[config.mk]
export PLATFORM = sky130hd
export DESIGN_NAME = priority_task_queue_manager
export DESIGN_NICKNAME = d
export VERILOG_FILES = /design/src/rtl/ptqm_pkg.sv /design/src/rtl/priority_task_queue_manager.sv
export SDC_FILE = /design/constraint.sdc
export NUM_CORES = 1
export LEC_CHECK = 0
export BUFFER_PORTS_ARGS = -buffer_cell sky130_fd_sc_hd__buf_2
export CAP_MARGIN = 25
export CORE_AREA = 4 4 231 233
export DETAILED_ROUTE_END_ITERATION = 8
export DIE_AREA = 0 0 235 237
export GPL_ROUTABILITY_DRIVEN = 0
export PLACE_DENSITY_LB_ADDON = 0.12
export SYNTH_ARGS = -nofsm -noshare
export SYNTH_HDL_FRONTEND = slang
export SYNTH_SLANG_ARGS = --single-unit
[constraint.sdc]
create_clock -name clk_i -period 7.3 [get_ports clk_i]
set_input_delay 0.73 -clock clk_i [delete_from_list [all_inputs] [get_ports clk_i]]
set_output_delay 0.73 -clock clk_i [all_outputs]
set_load 0.05 [all_outputs]
[src/rtl/ptqm_pkg.sv]
// Package for the priority task queue manager: opcodes, status codes, limits.
// No dependencies.
`timescale 1ns / 1ps
`default_nettype none
package ptqm_pkg;
  localparam logic [2:0] OP_CREATE  = 3'd0;
  localparam logic [2:0] OP_DELETE  = 3'd1;
  localparam logic [2:0] OP_BLOCK   = 3'd2;
  localparam logic [2:0] OP_UNBLOCK = 3'd3;
  localparam logic [2:0] OP_SUSPEND = 3'd4;
  localparam logic [2:0] OP_RESUME  = 3'd5;
  localparam logic [2:0] OP_SETPRI  = 3'd6;
  // reserved code: no effect, answers ok
  localparam logic [2:0] OP_NOP     = 3'd7;

  localparam logic [2:0] ST_OK       = 3'd0;
  localparam logic [2:0] ST_DUP      = 3'd1;
  localparam logic [2:0] ST_BADPRI   = 3'd2;
  localparam logic [2:0] ST_BADCLASS = 3'd3;
  localparam logic [2:0] ST_NOTFOUND = 3'd4;
  localparam logic [2:0] ST_FULL     = 3'd5;

  localparam logic [3:0] MAX_PRIORITY = 4'd9;
endpackage
`default_nettype wire

[src/rtl/priority_task_queue_manager.sv]
// Priority task queue manager top level: slot table, four linked queues, sequencer.
// Depends on ptqm_pkg.
`timescale 1ns / 1ps
`default_nettype none
// One command beat in, one status beat out. The block handles one command at a
// time. An insert into a ready or suspended-ready queue walks that queue one link
// per cycle through a single priority comparator. The result waits in an output
// register; the next command is taken once that register has been emptied or is
// being taken.
module priority_task_queue_manager
  import ptqm_pkg::*;
#(
  parameter int MAX_TASKS = 16
) (
  input  wire         clk_i,
  input  wire         rst_ni,
  input  wire         s_axis_tvalid,
  output logic        s_axis_tready,
  // opcode[2:0], task_id[6:3], priority_req[10:7], task_class[12:11]
  input  wire  [15:0] s_axis_tdata,
  output logic        m_axis_tvalid,
  input  wire         m_axis_tready,
  // status[2:0], ready_head_valid[3], ready_head_id[7:4], ready_count[12:8],
  // suspended_ready_count[17:13], blocked_count[22:18], suspended_blocked_count[27:23]
  output logic [31:0] m_axis_tdata
);
  localparam int SW = (MAX_TASKS >= 16) ? $clog2(MAX_TASKS + 1) : 4;
  localparam int IW = $clog2(MAX_TASKS);
  localparam int CW = $clog2(MAX_TASKS + 1);

  localparam logic [2:0] S_IDLE   = 3'd0;
  localparam logic [2:0] S_UNLINK = 3'd1;
  localparam logic [2:0] S_INS    = 3'd2;
  localparam logic [2:0] S_WALK   = 3'd3;
  localparam logic [2:0] S_DONE   = 3'd4;

  logic [2:0]  state_q;
  logic [MAX_TASKS-1:0] valid_q;
  logic [MAX_TASKS-1:0] blk_q, sus_q;
  logic [3:0]  pri_q [MAX_TASKS];
  logic [IW-1:0] nxt_q [MAX_TASKS];
  logic [IW-1:0] prv_q [MAX_TASKS];
  logic [IW-1:0] head_q [4];
  logic [IW-1:0] tail_q [4];
  logic [CW-1:0] cnt_q [4];

  logic [2:0]  op_q;
  logic [3:0]  pr_q;
  logic [IW-1:0] s_q, cur_q;
  logic [CW-1:0] i_q;
  logic        ovalid_q;
  logic [2:0]  stat_q;

  wire [2:0] in_op  = s_axis_tdata[2:0];
  wire [3:0] in_id  = s_axis_tdata[6:3];
  wire [3:0] in_pri = s_axis_tdata[10:7];
  wire [1:0] in_cls = s_axis_tdata[12:11];
  wire       fire_in = s_axis_tvalid && s_axis_tready;

  wire [SW-1:0]  id_w    = SW'(in_id);
  wire           id_in   = id_w < SW'(MAX_TASKS);
  wire [IW-1:0]  id_s    = IW'(in_id);
  wire           exists  = id_in && valid_q[id_s];

  wire [1:0] qs = {blk_q[s_q], sus_q[s_q]};

  assign s_axis_tready = (state_q == S_IDLE) && (!ovalid_q || m_axis_tready);

  // Sequencer: decode/check in IDLE; unlink; insert (S_INS handles empty and
  // blocked cases, then the walk compares one link per cycle).
  always_ff @(posedge clk_i or negedge rst_ni) begin
    if (!rst_ni) begin
      state_q  <= S_IDLE;
      valid_q  <= '0;
      ovalid_q <= 1'b0;
      stat_q   <= ST_OK;
      for (int k = 0; k < 4; k++) begin
        head_q[k] <= '0;
        tail_q[k] <= '0;
        cnt_q[k]  <= '0;
      end
    end else begin
      if (m_axis_tvalid && m_axis_tready) ovalid_q <= 1'b0;
      case (state_q)
        S_IDLE: if (fire_in) begin
          op_q <= in_op;
          pr_q <= in_pri;
          s_q  <= id_s;
          state_q <= S_UNLINK;
          stat_q <= ST_OK;
          if (in_op == OP_CREATE) begin
            if (exists) stat_q <= ST_DUP;
            else if (in_pri > MAX_PRIORITY) stat_q <= ST_BADPRI;
            else if (in_cls > 2'd1) stat_q <= ST_BADCLASS;
            else if (!id_in) stat_q <= ST_FULL;
            else begin
              valid_q[id_s] <= 1'b1;
              pri_q[id_s]   <= in_pri;
              blk_q[id_s]   <= 1'b0;
              sus_q[id_s]   <= 1'b0;
              state_q <= S_INS;
            end
            if (exists || in_pri > MAX_PRIORITY || in_cls > 2'd1 || !id_in)
              state_q <= S_DONE;
          end else if (in_op == OP_NOP) begin
            state_q <= S_DONE;
          end else if (!exists) begin
            stat_q <= ST_NOTFOUND;
            state_q <= S_DONE;
          end else if (in_op == OP_SETPRI && in_pri > MAX_PRIORITY) begin
            stat_q <= ST_BADPRI;
            state_q <= S_DONE;
          end
        end
        S_UNLINK: begin
          if (cnt_q[qs] != '0) begin
            if (head_q[qs] == s_q && tail_q[qs] == s_q) begin
              head_q[qs] <= '0;
              tail_q[qs] <= '0;
            end else if (head_q[qs] == s_q) begin
              head_q[qs] <= nxt_q[s_q];
            end else if (tail_q[qs] == s_q) begin
              tail_q[qs] <= prv_q[s_q];
            end else begin
              nxt_q[prv_q[s_q]] <= nxt_q[s_q];
              prv_q[nxt_q[s_q]] <= prv_q[s_q];
            end
            cnt_q[qs] <= cnt_q[qs] - 1'b1;
          end
          state_q <= S_INS;
          case (op_q)
            OP_DELETE: begin valid_q[s_q] <= 1'b0; state_q <= S_DONE; end
            OP_BLOCK:   blk_q[s_q] <= 1'b1;
            OP_UNBLOCK: blk_q[s_q] <= 1'b0;
            OP_SUSPEND: sus_q[s_q] <= 1'b1;
            OP_RESUME:  sus_q[s_q] <= 1'b0;
            default:    pri_q[s_q] <= pr_q;
          endcase
        end
        S_INS: begin
          if (cnt_q[qs] == '0) begin
            head_q[qs] <= s_q;
            tail_q[qs] <= s_q;
            cnt_q[qs]  <= CW'(1);
            state_q <= S_DONE;
          end else if (qs[1]) begin
            nxt_q[s_q] <= head_q[qs];
            prv_q[head_q[qs]] <= s_q;
            head_q[qs] <= s_q;
            cnt_q[qs]  <= cnt_q[qs] + 1'b1;
            state_q <= S_DONE;
          end else begin
            cur_q <= head_q[qs];
            i_q   <= '0;
            state_q <= S_WALK;
          end
        end
        S_WALK: begin
          if (pri_q[cur_q] > pri_q[s_q]) begin
            nxt_q[s_q] <= cur_q;
            if (cur_q == head_q[qs]) head_q[qs] <= s_q;
            else begin
              nxt_q[prv_q[cur_q]] <= s_q;
              prv_q[s_q] <= prv_q[cur_q];
            end
            prv_q[cur_q] <= s_q;
            cnt_q[qs] <= cnt_q[qs] + 1'b1;
            state_q <= S_DONE;
          end else if (i_q + 1'b1 < cnt_q[qs]) begin
            cur_q <= nxt_q[cur_q];
            i_q   <= i_q + 1'b1;
          end else begin
            nxt_q[tail_q[qs]] <= s_q;
            prv_q[s_q] <= tail_q[qs];
            tail_q[qs] <= s_q;
            cnt_q[qs] <= cnt_q[qs] + 1'b1;
            state_q <= S_DONE;
          end
        end
        S_DONE: begin
          ovalid_q <= 1'b1;
          state_q <= S_IDLE;
        end
        default: state_q <= S_IDLE;
      endcase
    end
  end

  wire rv = cnt_q[0] != '0;
  assign m_axis_tvalid = ovalid_q;
  assign m_axis_tdata = {4'd0, 5'(cnt_q[3]), 5'(cnt_q[2]), 5'(cnt_q[1]), 5'(cnt_q[0]),
                         rv ? 4'(head_q[0]) : 4'd0, rv, stat_q};

  property p_no_accept_busy;
    @(posedge clk_i) disable iff (!rst_ni) (state_q != S_IDLE) |-> !s_axis_tready;
  endproperty
  a_no_accept_busy: assert property (p_no_accept_busy) else $error("accept while busy");

  property p_done_result;
    @(posedge clk_i) disable iff (!rst_ni) (state_q == S_DONE) |=> m_axis_tvalid;
  endproperty
  a_done_result: assert property (p_done_result) else $error("result lost");

  property p_count_bound;
    @(posedge clk_i) disable iff (!rst_ni)
      (CW'(cnt_q[0]) + cnt_q[1] + cnt_q[2] + cnt_q[3]) <= CW'(MAX_TASKS);
  endproperty
  a_count_bound: assert property (p_count_bound) else $error("queue counts exceed slots");
endmodule
`default_nettype wire

# Word-level counts from Yosys, hierarchy flattened
# Memories as Yosys holds them, arrays and structs flattened. A register that Yosys moved wholly into a read port is not among the register bits.
# Cells that the tools add are included.
# word_totals
ff_bits	127
mem_bits_rw	192
inputBits	20
word_cells	310
mem_count	3
# classes
add_sub_neg	3
n_lt_le_gt_ge	11
n_eq_ne	37
n_mux	167
bitwise	19
n_reduce_logical	47
# mem_list
name	depth	word_bits	rd	rd_ports_with_merged_regs	wr	line	source
nxt_q	16	4	2	2	2	priority_task_queue_manager.sv:41	logic [IW-1:0] nxt_q [MAX_TASKS];
pri_q	16	4	2	2	1	priority_task_queue_manager.sv:40	logic [3:0] pri_q [MAX_TASKS];
prv_q	16	4	2	2	2	priority_task_queue_manager.sv:42	logic [IW-1:0] prv_q [MAX_TASKS];
# ops
cell	n
16-bit two-way mux	33
16-bit case mux with 2 select lines	5
16-bit bitwise AND	8
4-bit two-way mux	28
20-bit two-way mux	5
16-bit case mux with 3 select lines	2
16-bit bitwise mux	4
16-bit inverter	4
20-bit case mux with 3 select lines	1
3-bit two-way mux	18
16-bit OR	3
1-bit two-way mux	44
20-bit bitwise mux	2
5-bit two-way mux	7
2-bit != test (second input constant)	14
4-bit OR reduction	5
3-bit != test (second input constant)	6
9-bit AND reduction	2
4-bit binary-select mux with 2-bit select	2
1-bit logical AND	16
3-bit equality test (second input constant)	5
4-bit by 5-bit < comparator with 1-bit output (second input constant)	3
1-bit binary-select mux with 4-bit select	3
3-bit by 2-bit equality test with 1-bit output (second input constant)	4
other kinds (38)	60

# Depth between registers and ports, before layout
# Gate-level depths: netlist of run 1.
# depth
word_depth	16
depth_mapped	21
mapped_depth_nobuf	15

# Worst setup path after synthesis of run 1
# OpenSTA, ideal clock, no wires.
# synth_timing
path_type	register to register
start	register (tool-made name)
end	memory nxt_q[12][0] (netlist name), enable pin
setup_time_ns	0.361
arrival_ns	5.751
t_required_ns	6.939
setup_slack_ns	1.188
path_stages_with_launch	19
path_cell_list	dfxtp_1 -> buf_2 -> clkbuf_1 -> clkbuf_1 -> clkbuf_1 -> mux4_2 -> mux4_2 -> ha_1 -> nor2b_1 -> o21a_1 -> o21a_1 -> o21ai_0 -> nand3_1 -> nor3_1 -> buf_2 -> buf_6 -> a32o_1 -> a21oi_1 -> o21ai_0
# synth_rtl
item	line
end: declaration	priority_task_queue_manager.sv:41

==> flow_summary.json, run 1 <==
{
  "fmax_mhz": 156,
  "path_clk_slew_ns": 0.06,
  "hold_class": "in2async",
  "final_layout_size_suffix_gt1_share_pct": 31.8,
  "p_leak_nw": 7.65,
  "synth_area_per_cell_um2": 12.9,
  "io_buffer_count": 45,
  "stdcell_count": 2244,
  "dp_hpwl_mm": 41.5,
  "period_share_pct": 88.0,
  "clk_latency_ns": 0.58,
  "ys_async_sr_fraction_pct": 22.9,
  "setup.worst_path.end_class": "flop",
  "grt.overflow.total": 0,
  "post_cts_resized": 0,
  "startpoint_type": "flop",
  "grt_pass1_vias": 13846,
  "slew_violations": 0,
  "cp.arrival_ns": 6.62,
  "period_minus_slack_ns": 6.42,
  "core_mm2": 0.0512,
  "grt_max_degree": 54,
  "p_per_area_mw_per_mm2": 398,
  "grt_pass1_wl_mm": 90.6,
  "crit_type": "reg2reg",
  "setup_tns_ns": 0,
  "worst_slew_pin_slew_ns": 1.00,
  "netlist_instances": 1530,
  "die-area_mm2": 0.0557,
  "path_cells": "mux2i_1 > mux4_2 > mux2i_4 > nand2_1 > and3_1 > a31oi_1 > inv_1 > ha_1 > o211a_1 > a221oi_2 > nor3_2 > or2_1 > mux2i_1 > o21ai_0",
  "dr.pass1.iters": 6,
  "rsz0062_at_grt": "false",
  "clockBufferDepth": 3,
  "status": "finished, final reports clean",
  "yosys_warnings": 0,
  "drc_errors": 0,
  "setup_viol": 0,
  "synth-edff-count": 244,
  "antenna_found_initial": 4,
  "placed_cell_area_mm2": 0.0206,
  "grt_use_total_pct": 21.2,
  "ant_nets": 0,
  "wl_per_cell_um": 26.7,
  "final_hold_viol_count": 0,
  "vias_per_cell": 6.10,
  "cp.required_ns": 7.50,
  "fin_skew_ns": 0.0164,
  "slew_headroom_pct": 32.9,
  "cp_max_fo": 18,
  "post_cts_buffers": 0,
  "start_util_pct": 38.6,
  "rows": 83,
  "p_total_mw": 8.68,
  "synth_seq_area_share_pct": 47.4,
  "htree_levels": 2,
  "clock-sinks": 327,
  "fin_hold_ws_ns": 0.104,
  "final_area_mm2": 0.0218,
  "synth_area_mm2": 0.0198,
  "drv_cap": 0,
  "path_buf_inv": 1,
  "cts_buffers": 39,
  "slowest_stage": "edfxtp_1",
  "ys.flop_type": "edfxtp_1",
  "cts_tree": "yes",
  "synth_seq_cells": 327,
  "die_y_um": 237,
  "synth_cell_types": 76,
  "drt-total-wl_mm": 59.9,
  "cpMostUsedCell": "mux2i_1",
  "vias": 13692,
  "cts_root_buf": "clkbuf_16",
  "ctsHoldBuffers": 0,
  "fp.dieW_um": 235,
  "r2r_slack_ns": 0.88,
  "cp_slowest_stage_delay_ns": 0.95,
  "syn_to_final_growth_pct": 10.3,
  "vdd_drop_max_uv": 249,
  "dp_cells": 2171,
  "pin_count": 54,
  "cp_top_family": "multiplexers",
  "final_nets": 1562,
  "drt_iter0_markers": 1069
}
worst paths after layout:
check	end	cells after the start	start
worst max-delay path	prv_q[6][3]	14	s_q[0]
worst min-delay path	tail_q[10]	1	rst_ni
worst max register to register	prv_q[6][3]	14	s_q[0]
worst min register to register	stat_q[2]	2	stat_q[2]
max in group asynchronous	valid_q[12]	2	rst_ni
min in group clk_i	pr_q[0]	1	s_axis_tdata[7]
cells in the mapped netlist, types with 6 or more instances:
cell type	instances	area share, %
buf_2	13	0.33
nand3_1	31	0.78
nand2_1	110	2.1
and2_1	17	0.54
buf_4	8	0.30
a41oi_1	7	0.31
nor2_1	118	2.2
a22o_1	22	0.97
a21oi_1	57	1.4
a2bb2oi_1	17	0.75
and3_1	12	0.38
ha_1	10	0.63
mux2_2	180	10
xor2_1	6	0.27
a32o_1	15	0.76
o31ai_1	9	0.34
a22oi_1	6	0.23
o21ai_0	50	1.3
o21a_1	6	0.23
o21ai_1	6	0.15
edfxtp_1	244	37
inv_1	16	0.30
a31oi_1	30	0.95
nor3_1	24	0.61
nand2b_1	7	0.22
xnor2_1	7	0.31
mux2i_1	53	2.7
mux4_2	138	16
dfrtp_1	75	9.5
nor2b_1	29	0.92
o211ai_1	7	0.27
dfxtp_1	8	0.81
clkbuf_1	95	1.8
buf_6	8	0.46
logic make-up after synthesis:
family | Yosys count | synth area share (%)
AO/OA/AOI/OAI | 285 | 10.3
XOR/XNOR | 13 | 0.576
adder cells (fa/ha/maj) | 10 | 0.633
buffers and inverters | 146 | 3.39
flip-flops | 327 | 47.4
multiplexers | 373 | 28.8
other | 1 | 0.0190
AND/OR/NAND/NOR | 375 | 8.83
cell usage in the layout, fill, tap and decap left out, types with 16 or more instances in the layout:
| cell | Yosys | routed |
|---|---|---|
| a21oi_1 | 57 | 57 |
| a22o_1 | 22 | 22 |
| a2bb2oi_1 | 17 | 17 |
| a31oi_1 | 30 | 30 |
| and2_1 | 17 | 17 |
| buf_2 | 13 | 44 |
| buf_4 | 8 | 43 |
| clkbuf_16 | 0 | 39 |
| dfrtp_1 | 75 | 75 |
| edfxtp_1 | 244 | 244 |
| inv_1 | 16 | 16 |
| mux2_2 | 180 | 180 |
| mux2i_1 | 53 | 53 |
| mux4_2 | 138 | 138 |
| nand2_1 | 110 | 110 |
| nand3_1 | 31 | 31 |
| nor2_1 | 118 | 117 |
| nor2b_1 | 29 | 29 |
| nor3_1 | 24 | 23 |
| o21ai_0 | 50 | 50 |
worst register-to-register path: stages, from the launching register on:
cell and delay (ns):
edfxtp_1 0.95, mux2i_1 0.23, mux4_2 0.82, mux2i_4 0.65
nand2_1 0.10, and3_1 0.20, a31oi_1 0.36, inv_1 0.13
ha_1 0.30, o211a_1 0.15, a221oi_2 0.09, nor3_2 0.52
or2_1 0.51, mux2i_1 0.30, o21ai_0 0.72
report_power, final:
group | total (mW) | internal (mW) | switching, mW
logic | 4.02 | 1.63 | 2.39
registers | 2.77 | 2.47 | 0.306
clock network | 1.89 | 1.06 | 0.828
total | 8.68 | 5.16 | 3.52
metrics by stage:
step / utilization [%] / setup slack (ns)
after floorplan: - / 1.19
after detailed placement: 40.2 / 0.912
after CTS: 42.6 / 0.890
after global placement: 40.2 / 0.988
after global routing: 42.6 / 0.501
final: 42.6 / 0.878
metal layers:
layer / GRT usage (%) / vias up / routed length (µm)
met3: 3.17 / 90 / 3320
met1: 29.6 / 7101 / 26200
li1: - / 6032 / -
met2: 34.8 / 463 / 29000
met5: 0 / - / 33
met4: 5.60 / 6 / 1390
layout make-up:
class / count / area [µm²]
fill: 4750 / 29400
multi-input combinational: 1060 / 9750
sequential: 327 / 9370
clock buffer: 54 / 1090
tap: 680 / 851
timing repair buffer: 87 / 543
clock inverter: 18 / 129
inverter: 17 / 63.8
antenna: 1 / 2.50
No activity file was read; power rests on OpenSTA's default activity.
==> run 2, diff against run 1 <==
CORE_AREA = 4 4 228 230   (was 4 4 231 233)
DIE_AREA = 0 0 232 234   (was 0 0 235 237)
==> run 2 against run 1 <==
- non-clock buffer count is 3 higher
- critical path type unchanged
- maximum frequency is 4.5% higher
- design area grew 0.23%
- largest cell class unchanged
- critical path depth stayed put
- die area is 2.5% lower
- wire length barely moved
- register-to-register slack better by 0.28 ns
==> flow_summary.json, run 2 (synthesis results as in run 1) <==
{
  "status": "finished, final reports clean",
  "drt_iter0_markers": 1069,
  "slew_violations": 0,
  "htree_levels": 2,
  "post_cts_buffers": 0,
  "p_per_area_mw_per_mm2": 400,
  "fin_skew_ns": 0.0284,
  "fp.dieW_um": 232,
  "most-common-layout-cells": "edfxtp_1 (244), mux2_2 (180), mux4_2 (138)",
  "start_util_pct": 39.6,
  "grt_use_total_pct": 22.2,
  "grt.overflow.total": 0,
  "antenna_found_initial": 1,
  "setup_viol": 0,
  "cts_tree": "yes",
  "clockBufferDepth": 3,
  "pin_count": 54,
  "ctsHoldBuffers": 0,
  "dp_cells": 2166,
  "r2r_slack_ns": 1.15,
  "final_layout_size_suffix_gt1_share_pct": 31.5,
  "stdcell_count": 2240,
  "cts_buffers": 40,
  "startpoint_type": "flop",
  "cp.required_ns": 7.52,
  "clock-sinks": 327,
  "vias": 13615,
  "die-area_mm2": 0.0543,
  "final_nets": 1566,
  "die_y_um": 234,
  "io_buffer_count": 45,
  "crit_type": "reg2reg",
  "dp_hpwl_mm": 42.6,
  "cp.arrival_ns": 6.36,
  "rows": 82,
  "path_clk_slew_ns": 0.06,
  "drv_cap": 0,
  "fmax_mhz": 163,
  "ant_nets": 0,
  "hold_class": "in2async",
  "fin_ws_ns": 1.15,
  "drc_errors": 0,
  "grt_pass1_wl_mm": 90.4,
  "clk_latency_ns": 0.59,
  "p_leak_nw": 7.67,
  "cts_root_buf": "clkbuf_16",
  "final_hold_viol_count": 0,
  "grt_max_degree": 48,
  "period_minus_slack_ns": 6.15,
  "vdd_drop_max_uv": 239,
  "dr.pass1.iters": 5,
  "cp_max_fo": 24,
  "period_share_pct": 84.2,
  "core_mm2": 0.0499,
  "drt-total-wl_mm": 59.9,
  "grt_pass1_vias": 13828,
  "worst_slew_pin_slew_ns": 1.02,
  "slew_headroom_pct": 32.2,
  "nFillCells": 4674,
  "setup.worst_path.end_class": "flop",
  "vias_per_cell": 6.08,
  "dp_slack_ns": 1.21,
  "fin_hold_ws_ns": 0.337,
  "rsz0062_at_grt": "false",
  "layout_commonest_cell": "edfxtp_1",
  "syn_to_final_growth_pct": 10.6,
  "setup_tns_ns": 0,
  "wl_per_cell_um": 26.8,
  "post_cts_resized": 0
}
[run 2: cell count changes in the layout (fill, tap and decap cells not counted), sizes merged]
cell / change
inv: -3
clkbuf: +7
buf: +3
clkinv: -1
clkinvlp: -2
[run 2: final cells by class]
| class | instances | area [µm²] | area share (%) |
|---|---|---|---|
| multi-input cells | 1060 | 9750 | 44.6 |
| flip-flops and latches | 327 | 9370 | 42.9 |
| clock buffers | 61 | 1170 | 5.36 |
| well taps | 672 | 841 | 3.85 |
| repair buffers | 90 | 569 | 2.60 |
| clock inverters | 12 | 83.8 | 0.384 |
| inverters | 17 | 63.8 | 0.292 |
| diodes | 1 | 2.50 | 0.0114 |
[run 2: worst max-delay path, stage by stage, from the launching register on]
cell and delay [ns]:
edfxtp_1 0.90, buf_4 0.48, mux4_2 0.39, a22oi_1 0.25, nand2_1 0.36, and3_1 0.27
a31oi_1 0.32, inv_1 0.12, ha_1 0.30, o211a_1 0.12, a221oi_2 0.48, or3_1 0.40
nor3_1 0.11, a221oi_1 0.74, o21ai_0 0.52
[run 2: final timing paths]
check,endpoint,from,cells after the start
max,nxt_q[13][1],s_q[0],14
min,valid_q[4],rst_ni,2
max reg2reg,nxt_q[13][1],s_q[0],14
min reg2reg,stat_q[2],stat_q[2],2
max in group asynchronous,head_q[11],rst_ni,3
min in group clk_i,pr_q[0],s_axis_tdata[7],1
[run 2: power by group]
part / total, mW / switching [mW] / leakage (nW) / internal (mW)
logic: 4.03 / 2.39 / 3.88 / 1.64
registers: 2.78 / 0.308 / 3.18 / 2.47
clock network: 1.93 / 0.821 / 0.616 / 1.11
total: 8.74 / 3.52 / 7.67 / 5.22
[run 2: routing by layer]
layer | wire length [µm] | GRT usage [%] | part of all wire [%]
met1 | 26400 | 31.0 | 44
met2 | 28900 | 36.5 | 48
met3 | 2980 | 2.55 | 5.0
met4 | 1670 | 6.84 | 2.8
met5 | 0 | 0 | 0
[run 2: through the flow]
step           utilization (%)  area [µm²]  power, mW
2_1_floorplan                -       19800       5.66
3_3_place_gp              41.3       20600       6.77
3_5_place_dp              41.3       20600       6.83
4_1_cts                   43.8       21900       8.78
5_1_grt                   43.8       21900       9.20
6_report                  43.8       21900       8.74
